### src/sv/zpba_pkg.sv
// Shared constants, codes and types of the zoned page bitmap allocator.
`default_nettype none

package zpba_pkg;

    localparam int NUM_PAGES  = 16384;
    localparam int WORD_BITS  = 32;
    localparam int NUM_WORDS  = (NUM_PAGES + WORD_BITS - 1) / WORD_BITS;
    localparam int PAGE_W     = $clog2(NUM_PAGES);
    localparam int BIT_W      = $clog2(WORD_BITS);
    localparam int WORD_IDX_W = $clog2(NUM_WORDS);

    // Configuration registers are 15 bits so that they can hold NUM_PAGES itself.
    localparam int REG_W      = 15;
    localparam int OP_W       = 3;
    localparam int APB_ADDR_W = 4;
    localparam int APB_DATA_W = 32;

    localparam logic [REG_W-1:0] NUM_PAGES_R            = REG_W'(NUM_PAGES);
    localparam logic [REG_W-1:0] MEMORY_PAGES_RESET     = REG_W'(16384);
    localparam logic [REG_W-1:0] HIGH_ZONE_START_RESET  = REG_W'(4096);
    localparam logic [REG_W-1:0] LOW_ZONE_START_RESET   = REG_W'(256);

    localparam logic [1:0] REG_MEMORY_PAGES    = 2'd0;
    localparam logic [1:0] REG_HIGH_ZONE_START = 2'd1;
    localparam logic [1:0] REG_LOW_ZONE_START  = 2'd2;

    typedef enum logic [OP_W-1:0] {
        OP_ALLOC_ANY  = 3'd0,
        OP_ALLOC_HIGH = 3'd1,
        OP_ALLOC_LOW  = 3'd2,
        OP_FREE       = 3'd3,
        OP_RESERVE    = 3'd4,
        OP_QUERY      = 3'd5
    } op_t;

    typedef enum logic [2:0] {
        ST_CLEAR,
        ST_IDLE,
        ST_ZONE,
        ST_READ,
        ST_CHECK,
        ST_DONE
    } state_t;

    typedef struct packed {
        logic [REG_W-1:0] memory_pages;
        logic [REG_W-1:0] high_zone_start;
        logic [REG_W-1:0] low_zone_start;
    } cfg_t;

    typedef struct packed {
        logic [PAGE_W-1:0] page;
        logic              ok;
    } result_t;

    typedef struct packed {
        logic clearing;
        logic idle;
    } status_t;

    typedef struct packed {
        logic                  wr_en;
        logic [WORD_IDX_W-1:0] wr_addr;
        logic [WORD_BITS-1:0]  wr_data;
        logic                  rd_en;
        logic [WORD_IDX_W-1:0] rd_addr;
    } ram_req_t;

endpackage

`default_nettype wire

### src/sv/zpba_scan_unit.sv
// Find-first-free unit: lowest free bit of one bitmap word inside the zone bounds.
`default_nettype none

module zpba_scan_unit (
    input  wire logic [zpba_pkg::WORD_BITS-1:0]  data,
    input  wire logic [zpba_pkg::WORD_IDX_W-1:0] word,
    input  wire logic [zpba_pkg::PAGE_W-1:0]     first_page,
    input  wire logic [zpba_pkg::PAGE_W-1:0]     last_page,
    output logic                                 found,
    output logic [zpba_pkg::BIT_W-1:0]           bit_index
);

    logic [zpba_pkg::WORD_BITS-1:0] lo_mask;
    logic [zpba_pkg::WORD_BITS-1:0] hi_mask;
    logic [zpba_pkg::WORD_BITS-1:0] cand;
    logic [zpba_pkg::WORD_BITS-1:0] lowest;
    logic [zpba_pkg::BIT_W-1:0]     last_bit;

    assign last_bit = last_page[zpba_pkg::BIT_W-1:0];

    always_comb
    begin
        lo_mask = '1;
        hi_mask = '1;
        // Only the first and last words of the zone are cut at the zone bounds.
        if (word == first_page[zpba_pkg::PAGE_W-1:zpba_pkg::BIT_W])
        begin
            lo_mask = {zpba_pkg::WORD_BITS{1'b1}} << first_page[zpba_pkg::BIT_W-1:0];
        end
        if (word == last_page[zpba_pkg::PAGE_W-1:zpba_pkg::BIT_W])
        begin
            hi_mask = {zpba_pkg::WORD_BITS{1'b1}}
                      >> (zpba_pkg::BIT_W'(zpba_pkg::WORD_BITS - 1) - last_bit);
        end
        cand   = ~data & lo_mask & hi_mask;
        lowest = cand & (~cand + zpba_pkg::WORD_BITS'(1));
        found  = |cand;
        bit_index = '0;
        for (int i = 0; i < zpba_pkg::WORD_BITS; i++)
        begin
            if (lowest[i])
            begin
                bit_index = bit_index | zpba_pkg::BIT_W'(i);
            end
        end
    end

endmodule

`default_nettype wire

### src/sv/zpba_seq.sv
// Sequencer: clearing pass, zone setup, word-by-word bitmap scan and single-page updates.
`default_nettype none

module zpba_seq (
    input  wire logic                            clk,
    input  wire logic                            rst_n,
    input  wire zpba_pkg::cfg_t                  cfg,
    input  wire logic                            in_valid,
    output logic                                 in_ready,
    input  wire logic [zpba_pkg::OP_W-1:0]       in_op,
    input  wire logic [zpba_pkg::PAGE_W-1:0]     in_page,
    output logic                                 res_valid,
    input  wire logic                            res_take,
    output zpba_pkg::result_t                    res,
    output zpba_pkg::status_t                    status,
    output zpba_pkg::ram_req_t                   ram_req,
    input  wire logic [zpba_pkg::WORD_BITS-1:0]  rd_data
);

    zpba_pkg::state_t                state_reg, state_next;
    logic [zpba_pkg::OP_W-1:0]       op_reg, op_next;
    logic [zpba_pkg::PAGE_W-1:0]     idx_reg, idx_next;
    logic                            high_reg, high_next;
    logic [zpba_pkg::WORD_IDX_W-1:0] word_reg, word_next;
    logic [zpba_pkg::PAGE_W-1:0]     first_reg, first_next;
    logic [zpba_pkg::PAGE_W-1:0]     last_reg, last_next;
    zpba_pkg::result_t               res_reg, res_next;

    logic [zpba_pkg::REG_W-1:0]      high_limit;
    logic [zpba_pkg::REG_W-1:0]      low_cap;
    logic [zpba_pkg::REG_W-1:0]      low_limit;
    logic [zpba_pkg::REG_W-1:0]      zone_lo;
    logic [zpba_pkg::REG_W-1:0]      zone_hi;
    logic [zpba_pkg::REG_W-1:0]      zone_last;
    logic                            zone_empty;
    logic                            scan_found;
    logic [zpba_pkg::BIT_W-1:0]      scan_bit;
    logic [zpba_pkg::BIT_W-1:0]      idx_bit;
    logic [zpba_pkg::WORD_BITS-1:0]  idx_mask;
    logic [zpba_pkg::WORD_BITS-1:0]  scan_mask;
    logic                            is_alloc;

    zpba_scan_unit u_scan (
        .data       (rd_data),
        .word       (word_reg),
        .first_page (first_reg),
        .last_page  (last_reg),
        .found      (scan_found),
        .bit_index  (scan_bit)
    );

    assign idx_bit   = idx_reg[zpba_pkg::BIT_W-1:0];
    assign idx_mask  = zpba_pkg::WORD_BITS'(1) << idx_bit;
    assign scan_mask = zpba_pkg::WORD_BITS'(1) << scan_bit;
    assign is_alloc  = (op_reg == zpba_pkg::OP_ALLOC_ANY) || (op_reg == zpba_pkg::OP_ALLOC_HIGH)
                       || (op_reg == zpba_pkg::OP_ALLOC_LOW);

    // Zone bounds, both limits clamped to the size of the bitmap.
    always_comb
    begin
        high_limit = (cfg.memory_pages > zpba_pkg::NUM_PAGES_R) ? zpba_pkg::NUM_PAGES_R
                                                                : cfg.memory_pages;
        low_cap    = (cfg.high_zone_start > cfg.memory_pages) ? cfg.memory_pages
                                                              : cfg.high_zone_start;
        low_limit  = (low_cap > zpba_pkg::NUM_PAGES_R) ? zpba_pkg::NUM_PAGES_R : low_cap;
        zone_lo    = high_reg ? cfg.high_zone_start : cfg.low_zone_start;
        zone_hi    = high_reg ? high_limit : low_limit;
        zone_empty = zone_lo >= zone_hi;
        zone_last  = zone_hi - zpba_pkg::REG_W'(1);
    end

    always_ff @(posedge clk or negedge rst_n)
    begin
        if (!rst_n)
        begin
            state_reg <= zpba_pkg::ST_CLEAR;
            word_reg  <= '0;
        end
        else
        begin
            state_reg <= state_next;
            word_reg  <= word_next;
        end
    end

    always_ff @(posedge clk)
    begin
        op_reg    <= op_next;
        idx_reg   <= idx_next;
        high_reg  <= high_next;
        first_reg <= first_next;
        last_reg  <= last_next;
        res_reg   <= res_next;
    end

    always_comb
    begin
        state_next = state_reg;
        op_next    = op_reg;
        idx_next   = idx_reg;
        high_next  = high_reg;
        word_next  = word_reg;
        first_next = first_reg;
        last_next  = last_reg;
        res_next   = res_reg;
        ram_req    = '0;

        unique case (state_reg)
            zpba_pkg::ST_CLEAR:
            begin
                ram_req.wr_en   = 1'b1;
                ram_req.wr_addr = word_reg;
                ram_req.wr_data = '0;
                if (word_reg == zpba_pkg::WORD_IDX_W'(zpba_pkg::NUM_WORDS - 1))
                begin
                    word_next  = '0;
                    state_next = zpba_pkg::ST_IDLE;
                end
                else
                begin
                    word_next = word_reg + zpba_pkg::WORD_IDX_W'(1);
                end
            end

            zpba_pkg::ST_IDLE:
            begin
                if (in_valid)
                begin
                    op_next  = in_op;
                    idx_next = in_page;
                    res_next = '0;
                    unique case (in_op)
                        zpba_pkg::OP_ALLOC_ANY, zpba_pkg::OP_ALLOC_HIGH:
                        begin
                            high_next  = 1'b1;
                            state_next = zpba_pkg::ST_ZONE;
                        end
                        zpba_pkg::OP_ALLOC_LOW:
                        begin
                            high_next  = 1'b0;
                            state_next = zpba_pkg::ST_ZONE;
                        end
                        zpba_pkg::OP_FREE, zpba_pkg::OP_RESERVE, zpba_pkg::OP_QUERY:
                        begin
                            word_next  = in_page[zpba_pkg::PAGE_W-1:zpba_pkg::BIT_W];
                            state_next = zpba_pkg::ST_READ;
                        end
                        default:
                        begin
                            state_next = zpba_pkg::ST_DONE;
                        end
                    endcase
                end
            end

            zpba_pkg::ST_ZONE:
            begin
                if (zone_empty)
                begin
                    // Alloc-any falls back to the low zone when the high zone is empty.
                    if (high_reg && (op_reg == zpba_pkg::OP_ALLOC_ANY))
                    begin
                        high_next = 1'b0;
                    end
                    else
                    begin
                        state_next = zpba_pkg::ST_DONE;
                    end
                end
                else
                begin
                    first_next = zone_lo[zpba_pkg::PAGE_W-1:0];
                    last_next  = zone_last[zpba_pkg::PAGE_W-1:0];
                    word_next  = zone_lo[zpba_pkg::PAGE_W-1:zpba_pkg::BIT_W];
                    state_next = zpba_pkg::ST_READ;
                end
            end

            zpba_pkg::ST_READ:
            begin
                ram_req.rd_en   = 1'b1;
                ram_req.rd_addr = word_reg;
                state_next      = zpba_pkg::ST_CHECK;
            end

            zpba_pkg::ST_CHECK:
            begin
                ram_req.wr_addr = word_reg;
                if (is_alloc)
                begin
                    if (scan_found)
                    begin
                        ram_req.wr_en   = 1'b1;
                        ram_req.wr_data = rd_data | scan_mask;
                        res_next.page   = {word_reg, scan_bit};
                        res_next.ok     = 1'b1;
                        state_next      = zpba_pkg::ST_DONE;
                    end
                    else if (word_reg == last_reg[zpba_pkg::PAGE_W-1:zpba_pkg::BIT_W])
                    begin
                        if (high_reg && (op_reg == zpba_pkg::OP_ALLOC_ANY))
                        begin
                            high_next  = 1'b0;
                            state_next = zpba_pkg::ST_ZONE;
                        end
                        else
                        begin
                            state_next = zpba_pkg::ST_DONE;
                        end
                    end
                    else
                    begin
                        word_next  = word_reg + zpba_pkg::WORD_IDX_W'(1);
                        state_next = zpba_pkg::ST_READ;
                    end
                end
                else
                begin
                    state_next = zpba_pkg::ST_DONE;
                    unique case (op_reg)
                        zpba_pkg::OP_FREE:
                        begin
                            // Page zero and pages beyond installed memory are never freed.
                            ram_req.wr_en   = (idx_reg != '0)
                                              && ({1'b0, idx_reg} < cfg.memory_pages);
                            ram_req.wr_data = rd_data & ~idx_mask;
                            res_next.ok     = 1'b1;
                        end
                        zpba_pkg::OP_RESERVE:
                        begin
                            ram_req.wr_en   = 1'b1;
                            ram_req.wr_data = rd_data | idx_mask;
                            res_next.ok     = 1'b1;
                        end
                        default:
                        begin
                            res_next.ok = !rd_data[idx_bit];
                        end
                    endcase
                end
            end

            zpba_pkg::ST_DONE:
            begin
                if (res_take)
                begin
                    state_next = zpba_pkg::ST_IDLE;
                end
            end

            default:
            begin
                state_next = zpba_pkg::ST_IDLE;
            end
        endcase
    end

    assign in_ready        = (state_reg == zpba_pkg::ST_IDLE);
    assign res_valid       = (state_reg == zpba_pkg::ST_DONE);
    assign res             = res_reg;
    assign status.clearing = (state_reg == zpba_pkg::ST_CLEAR);
    assign status.idle     = (state_reg == zpba_pkg::ST_IDLE);

endmodule

`default_nettype wire

### config.mk
export PLATFORM = sky130hd
export DESIGN_NAME = zpba_seq
export DESIGN_NICKNAME = d
export VERILOG_FILES = /design/src/sv/zpba_pkg.sv /design/src/sv/zpba_scan_unit.sv /design/src/sv/zpba_seq.sv
export SDC_FILE = /design/constraint.sdc
export NUM_CORES = 1
export LEC_CHECK = 0
export BUFFER_PORTS_ARGS = -buffer_cell sky130_fd_sc_hd__clkbuf_2
export CELL_PAD_IN_SITES_DETAIL_PLACEMENT = 0
export CELL_PAD_IN_SITES_GLOBAL_PLACEMENT = 1
export CORE_MARGIN = 1.5
export CORE_UTILIZATION = 45
export CTS_CLUSTER_DIAMETER = 120
export DETAILED_ROUTE_END_ITERATION = 6
export PLACE_DENSITY_LB_ADDON = 0.1
export SLEW_MARGIN = 20
export SYNTH_ARGS = -nofsm -noshare
export SYNTH_HDL_FRONTEND = slang
export SYNTH_SLANG_ARGS = --single-unit
### constraint.sdc
create_clock -name clk -period 13.8 [get_ports clk]
set_input_delay 1.38 -clock clk [delete_from_list [all_inputs] [get_ports clk]]
set_output_delay 1.38 -clock clk [all_outputs]
set_load 0.03 [all_outputs]
Word level (Yosys, flattened, before mapping)
Index checks and enable logic that the tools add are counted.
{"block": "classes", "muxes": 151, "n_addsub": 4, "n_shift": 4, "reduce_logical": 24, "n_eq_ne": 31, "n_bitwise": 9, "order_cmp": 6}
{"cell": "two-way mux 32 bit", "n": 9}
{"cell": "two-way mux 9 bit", "n": 18}
{"cell": "two-way mux 15 bit", "n": 10}
{"cell": "bitwise AND 32 bit", "n": 4}
{"cell": "two-way mux 14 bit", "n": 8}
{"cell": "two-way mux 3 bit", "n": 33}
{"cell": "NOT 32 bit", "n": 3}
{"cell": "one-hot mux 42 bit (2 select lines)", "n": 1}
{"cell": "two-way mux 5 bit", "n": 16}
{"cell": "OR 32 bit", "n": 2}
{"cell": "one-hot mux 32 bit (2 select lines)", "n": 1}
{"cell": "left shift 1 x 5 -> 32 bit (first input constant)", "n": 2}
{"cell": "two-way mux 1 bit", "n": 36}
{"cell": "one-hot mux 9 bit (4 select lines)", "n": 1}
{"cell": "adder 32 x 1 -> 32 bit (second input constant)", "n": 1}
{"cell": "two-way mux 4 bit", "n": 8}
{"cell": "OR reduction 32 bit", "n": 1}
{"cell": "left shift 32 x 5 -> 32 bit (first input constant)", "n": 1}
{"cell": "right shift 32 x 5 -> 32 bit (first input constant)", "n": 1}
{"cell": "greater-than comparator 15 bit (second input constant)", "n": 2}
{"cell": "one-hot mux 15 bit (2 select lines)", "n": 1}
{"cell": "== test 3 x 2 -> 1 bit (second input constant)", "n": 6}
{"cell": "== test 9 bit", "n": 2}
{"cell": "one-hot mux 3 bit (6 select lines)", "n": 1}
{"cell": "34 further kinds", "n": 61}
{"block": "word_totals", "reg_bits": 73, "elab_cells": 238, "output_inout_bits": 71}

Depth between registers and ports, before layout
{"block": "logic_depth", "ltp_word": 46, "mapped_depth": 26}

Cells and area by module
A second synthesis with hierarchy kept.
{"block": "unflattened", "hier_cells": 977, "hier_area_um2": 8259.2}
{"module": "zpba_seq", "cells_each": 706, "n_inst": 1, "area_each_um2": 6502.5}
{"module": "zpba_scan_unit", "cells_each": 271, "n_inst": 1, "area_each_um2": 1756.7}

Worst setup path before layout
Ideal clock, no wire load.
{"block": "synth_timing", "path_kind": "input -> register", "start": "in cfg[31] (netlist name)", "end": "reg first_reg[0] (netlist name), enable pin", "path_slack_ns": 6.756, "required_time_ns": 13.350, "stages": 22, "t_arrival_ns": 6.593, "setup_ns": 0.450, "n_path_buf": 1, "path_cell_list": "inv_1 -> ha_1 -> nor2b_1 -> o21a_1 -> o21a_1 -> o21a_1 -> o21a_1 -> o21bai_1 -> a21o_1 -> and2_1 -> clkbuf_1 -> a22oi_1 -> inv_1 -> ha_1 -> nand2b_1 -> a21oi_1 -> nor2b_1 -> o21ai_0 -> a21oi_1 -> o31ai_1 -> a31oi_1 -> nor3_1"}
{"block": "synth_between", "elab_chain_len": 8}
{"item": "from (decl)", "line": "zpba_seq.sv:7", "text": "input wire zpba_pkg::cfg_t cfg,"}
{"item": "greater-than comparator 15 bit", "line": "zpba_seq.sv:63", "text": "low_cap = (cfg.high_zone_start > cfg.memory_pages) ? cfg.memory_pages"}
{"item": "two-way mux 15 bit", "line": "zpba_seq.sv:63"}
{"item": "greater-than comparator 15 bit", "line": "zpba_seq.sv:65", "text": "low_limit = (low_cap > zpba_pkg::NUM_PAGES_R) ? zpba_pkg::NUM_PAGES_R : low_cap;"}
{"item": "two-way mux 15 bit", "line": "zpba_seq.sv:65"}
{"item": "two-way mux 15 bit (*)", "line": "zpba_seq.sv:67", "text": "zone_hi = high_reg ? high_limit : low_limit;"}
{"item": ">= comparator 15 bit (*)", "line": "zpba_seq.sv:68", "text": "zone_empty = zone_lo >= zone_hi;"}
{"item": "inequality test 2 bit (no source line) (*)"}
{"item": "AND reduction 2 bit (no source line) (*)"}
{"item": "to (signal assigned)", "line": "zpba_seq.sv:91", "text": "first_reg <= first_next;"}
{"item": "to (decl)", "line": "zpba_seq.sv:25", "text": "logic [zpba_pkg::PAGE_W-1:0] first_reg, first_next;"}
Mark *: on every way between the ends. The rest lies on a longest branch, timed or not.
A chain may end at the register's enable or synchronous reset.

==> flow_summary.yaml <==
global_route:
  grt_max_degree: 29
  grt_usage_pct: 33.8
  grt_pass1_wl_mm: 51.0
  antenna_found_initial: 1
  grt_pass1_vias: 8797
  overflow: 0
timing:
  hold_ws_ns: 0.677
  fmax_mhz: 147
  finalHoldViolations: 0
  worst_pin_slew_ns: 1.10
  slew_headroom_pct: 26.7
  finalCritPeriodShare_pct: 49.2
  layout_setup_ws_ns: 7.01
  finClkSkew_ns: 0.0111
  period_minus_slack_ns: 6.79
  finalSetupTns_ns: 0
  slew_viol_final: 0
  rsz0062_at_grt: "false"
  setup_violations: 0
yosys:
  synth_area_per_cell_um2: 8.07
  async_reset_ff_share_pct: 16.4
  synth_seq_cells: 73
  syn_area_um2: 8370
  synth_top_area_share_pct: 21.9
  yosysMostFrequentCell: "a21oi_1"
  synth_largest_area_cell: "edfxtp_1"
  synthTopCellsByCount: "a21oi_1 (100), nor2_1 (97), nand2_1 (92)"
  synth_cells: 1038
  ys_seq_area_share_pct: 25.5
  yosysWarningCount: 0
  synth_nets: 1182
  ys_top_cells_by_area: "edfxtp_1 (22%), ha_1 (6.9%), a21oi_1 (6.0%), nor2_1 (4.3%), nand2_1 (4.1%)"
  synth_cell_types: 87
  synth-edff-count: 61
  synthFlopType: "edfxtp_1"
outcome:
  outcome: "finished, violations left"
  violations: "DRC"
place:
  gp_congestion: 1.02
  place_hpwl_mm: 25.9
  io_buffers: 168
  pre_cts_slack_ns: 7.39
critical_path:
  worstSetupStartpointType: "flop"
  crit_fanout: 25
  endpoint_kind: "output pin"
  crit_type: "flop to output pin"
  cp.required_ns: 12.42
  crit_arrival_ns: 5.41
  reg2regPathDepth: 10
drt:
  drt-pass1-iter-count: 7
  drt-total-wl_mm: 32.8
  drc: 9
  routedWlPerCell_um: 23.5
  vias_per_cell: 6.56
  num_vias: 9170
  ant_nets: 0
  drtIter0Drc: 1001
layout:
  nNetsFinal: 1308
  largest_reg_flops: 15
  syn2layout_area_growth_pct: 15.0
  n_fill_cell: 1735
  drive_gt1_share_pct: 21.4
  multi_input_area_um2: 5820
  antenna_cells: 0
  seqCellArea_um2: 2130
clock_network:
  numCtsBuffers: 9
  htree_levels: 3
  ctsHoldBuffers: 0
  clkSinkCount: 73
  post_cts_resized: 0
  path_clk_slew_ns: 0.06
  cts_tree: "done"
  clock_latency_ns: 0.34
  cts_buffer_depth: 2
  cts_setup_buffers: 0
  cts_root_buf: "clkbuf_16"
job:
  drv_cap: 0
die:
  rows: 49
  core_area_um2: 18100
  start_util_pct: 46.3
  dieArea_um2: 19400
  die_h_um: 139
  die_w_um: 139
  io_pins: 169
power:
  leakage_uw: 0.00395
  p_per_area_nw_per_um2: 143
  irDropWorstVdd_v: 0.000150
worst_hold_path:
  hold_path.class: "flop to flop"
  min_path_cells: 1
[report_power, final]
group / switching, µW / internal [µW]
clock network: 94.8 / 141
registers: 99.6 / 310
logic: 485 / 246
total: 679 / 697
[worst paths after layout]
path                             start  slack, ns     endpoint
min                        word_reg[8]       0.68  word_reg[8]
max                        word_reg[5]       7.01  ram_req[10]
min in group asynchronous        rst_n       0.93  word_reg[5]
max reg2reg                word_reg[5]       8.22       res[8]
min reg2reg                word_reg[8]       0.68  word_reg[8]
max in group asynchronous        rst_n      12.62  word_reg[8]
[metal layers]
metal / vias up / share of wire (%) / GRT usage, %
met5: - / 0 / 0
met1: 4379 / 41 / 43.9
met4: 0 / 4.4 / 17.3
met2: 461 / 48 / 55.6
li1: 4252 / - / -
met3: 78 / 6.6 / 3.99
[cell type report]
class	instances	area share, %
Clock inverter	7	0.806
Inverter	38	1.48
Tap cell	229	2.98
Sequential cell	73	22.1
Timing Repair Buffer	182	9.82
Multi-Input combinational cell	860	60.4
Clock buffer	9	2.34
[cell usage in the layout (no fill, tap or decap), types with 22 or more instances in the layout]
master / Yosys / final
ha_1: 46 / 46
a21o_1: 22 / 22
inv_1: 37 / 37
o21ai_0: 52 / 51
and3_1: 26 / 26
nand3_1: 26 / 26
a21oi_1: 100 / 100
nand2_1: 92 / 92
nor2_1: 97 / 96
and2_1: 39 / 39
edfxtp_1: 61 / 61
clkbuf_2: 0 / 168
[per-stage QoR]
| step | area (µm²) | util [%] | cells | total power, µW |
|---|---|---|---|---|
| 2_1_floorplan | 8370 | - | 1038 | 906 |
| 3_3_place_gp | 9330 | 51.6 | 1382 | 1130 |
| 3_5_place_dp | 9330 | 51.6 | 1382 | 1130 |
| 4_1_cts | 9630 | 53.2 | 1398 | 1370 |
| 5_1_grt | 9630 | 53.2 | 1398 | 1460 |
| 6_report | 9630 | 53.2 | 1398 | 1380 |
[worst max-delay path: stages, from the launching register on]
cell and delay [ns]:
dfrtp_1 0.60, xnor2_1 0.18, and2_1 0.47, and3_1 0.53
a21boi_1 0.16, o41a_1 0.60, nor4b_4 0.53, and3_1 0.38
nand3_2 0.18, nand3_1 0.81, nor2_1 0.09, a311o_1 0.34
clkbuf_2 0.18
[kinds of logic after synthesis]
group           count (synthesis)  synth area share [%]
xor+xnor                       30                  3.14
fa+ha+maj                      46                  6.87
buf+inv                       105                  5.19
compound gates                352                  28.8
simple gates                  405                  25.6
mux                            27                  4.93
flops                          73                  25.5
Note: power is estimated with default switching activity, not from simulation.
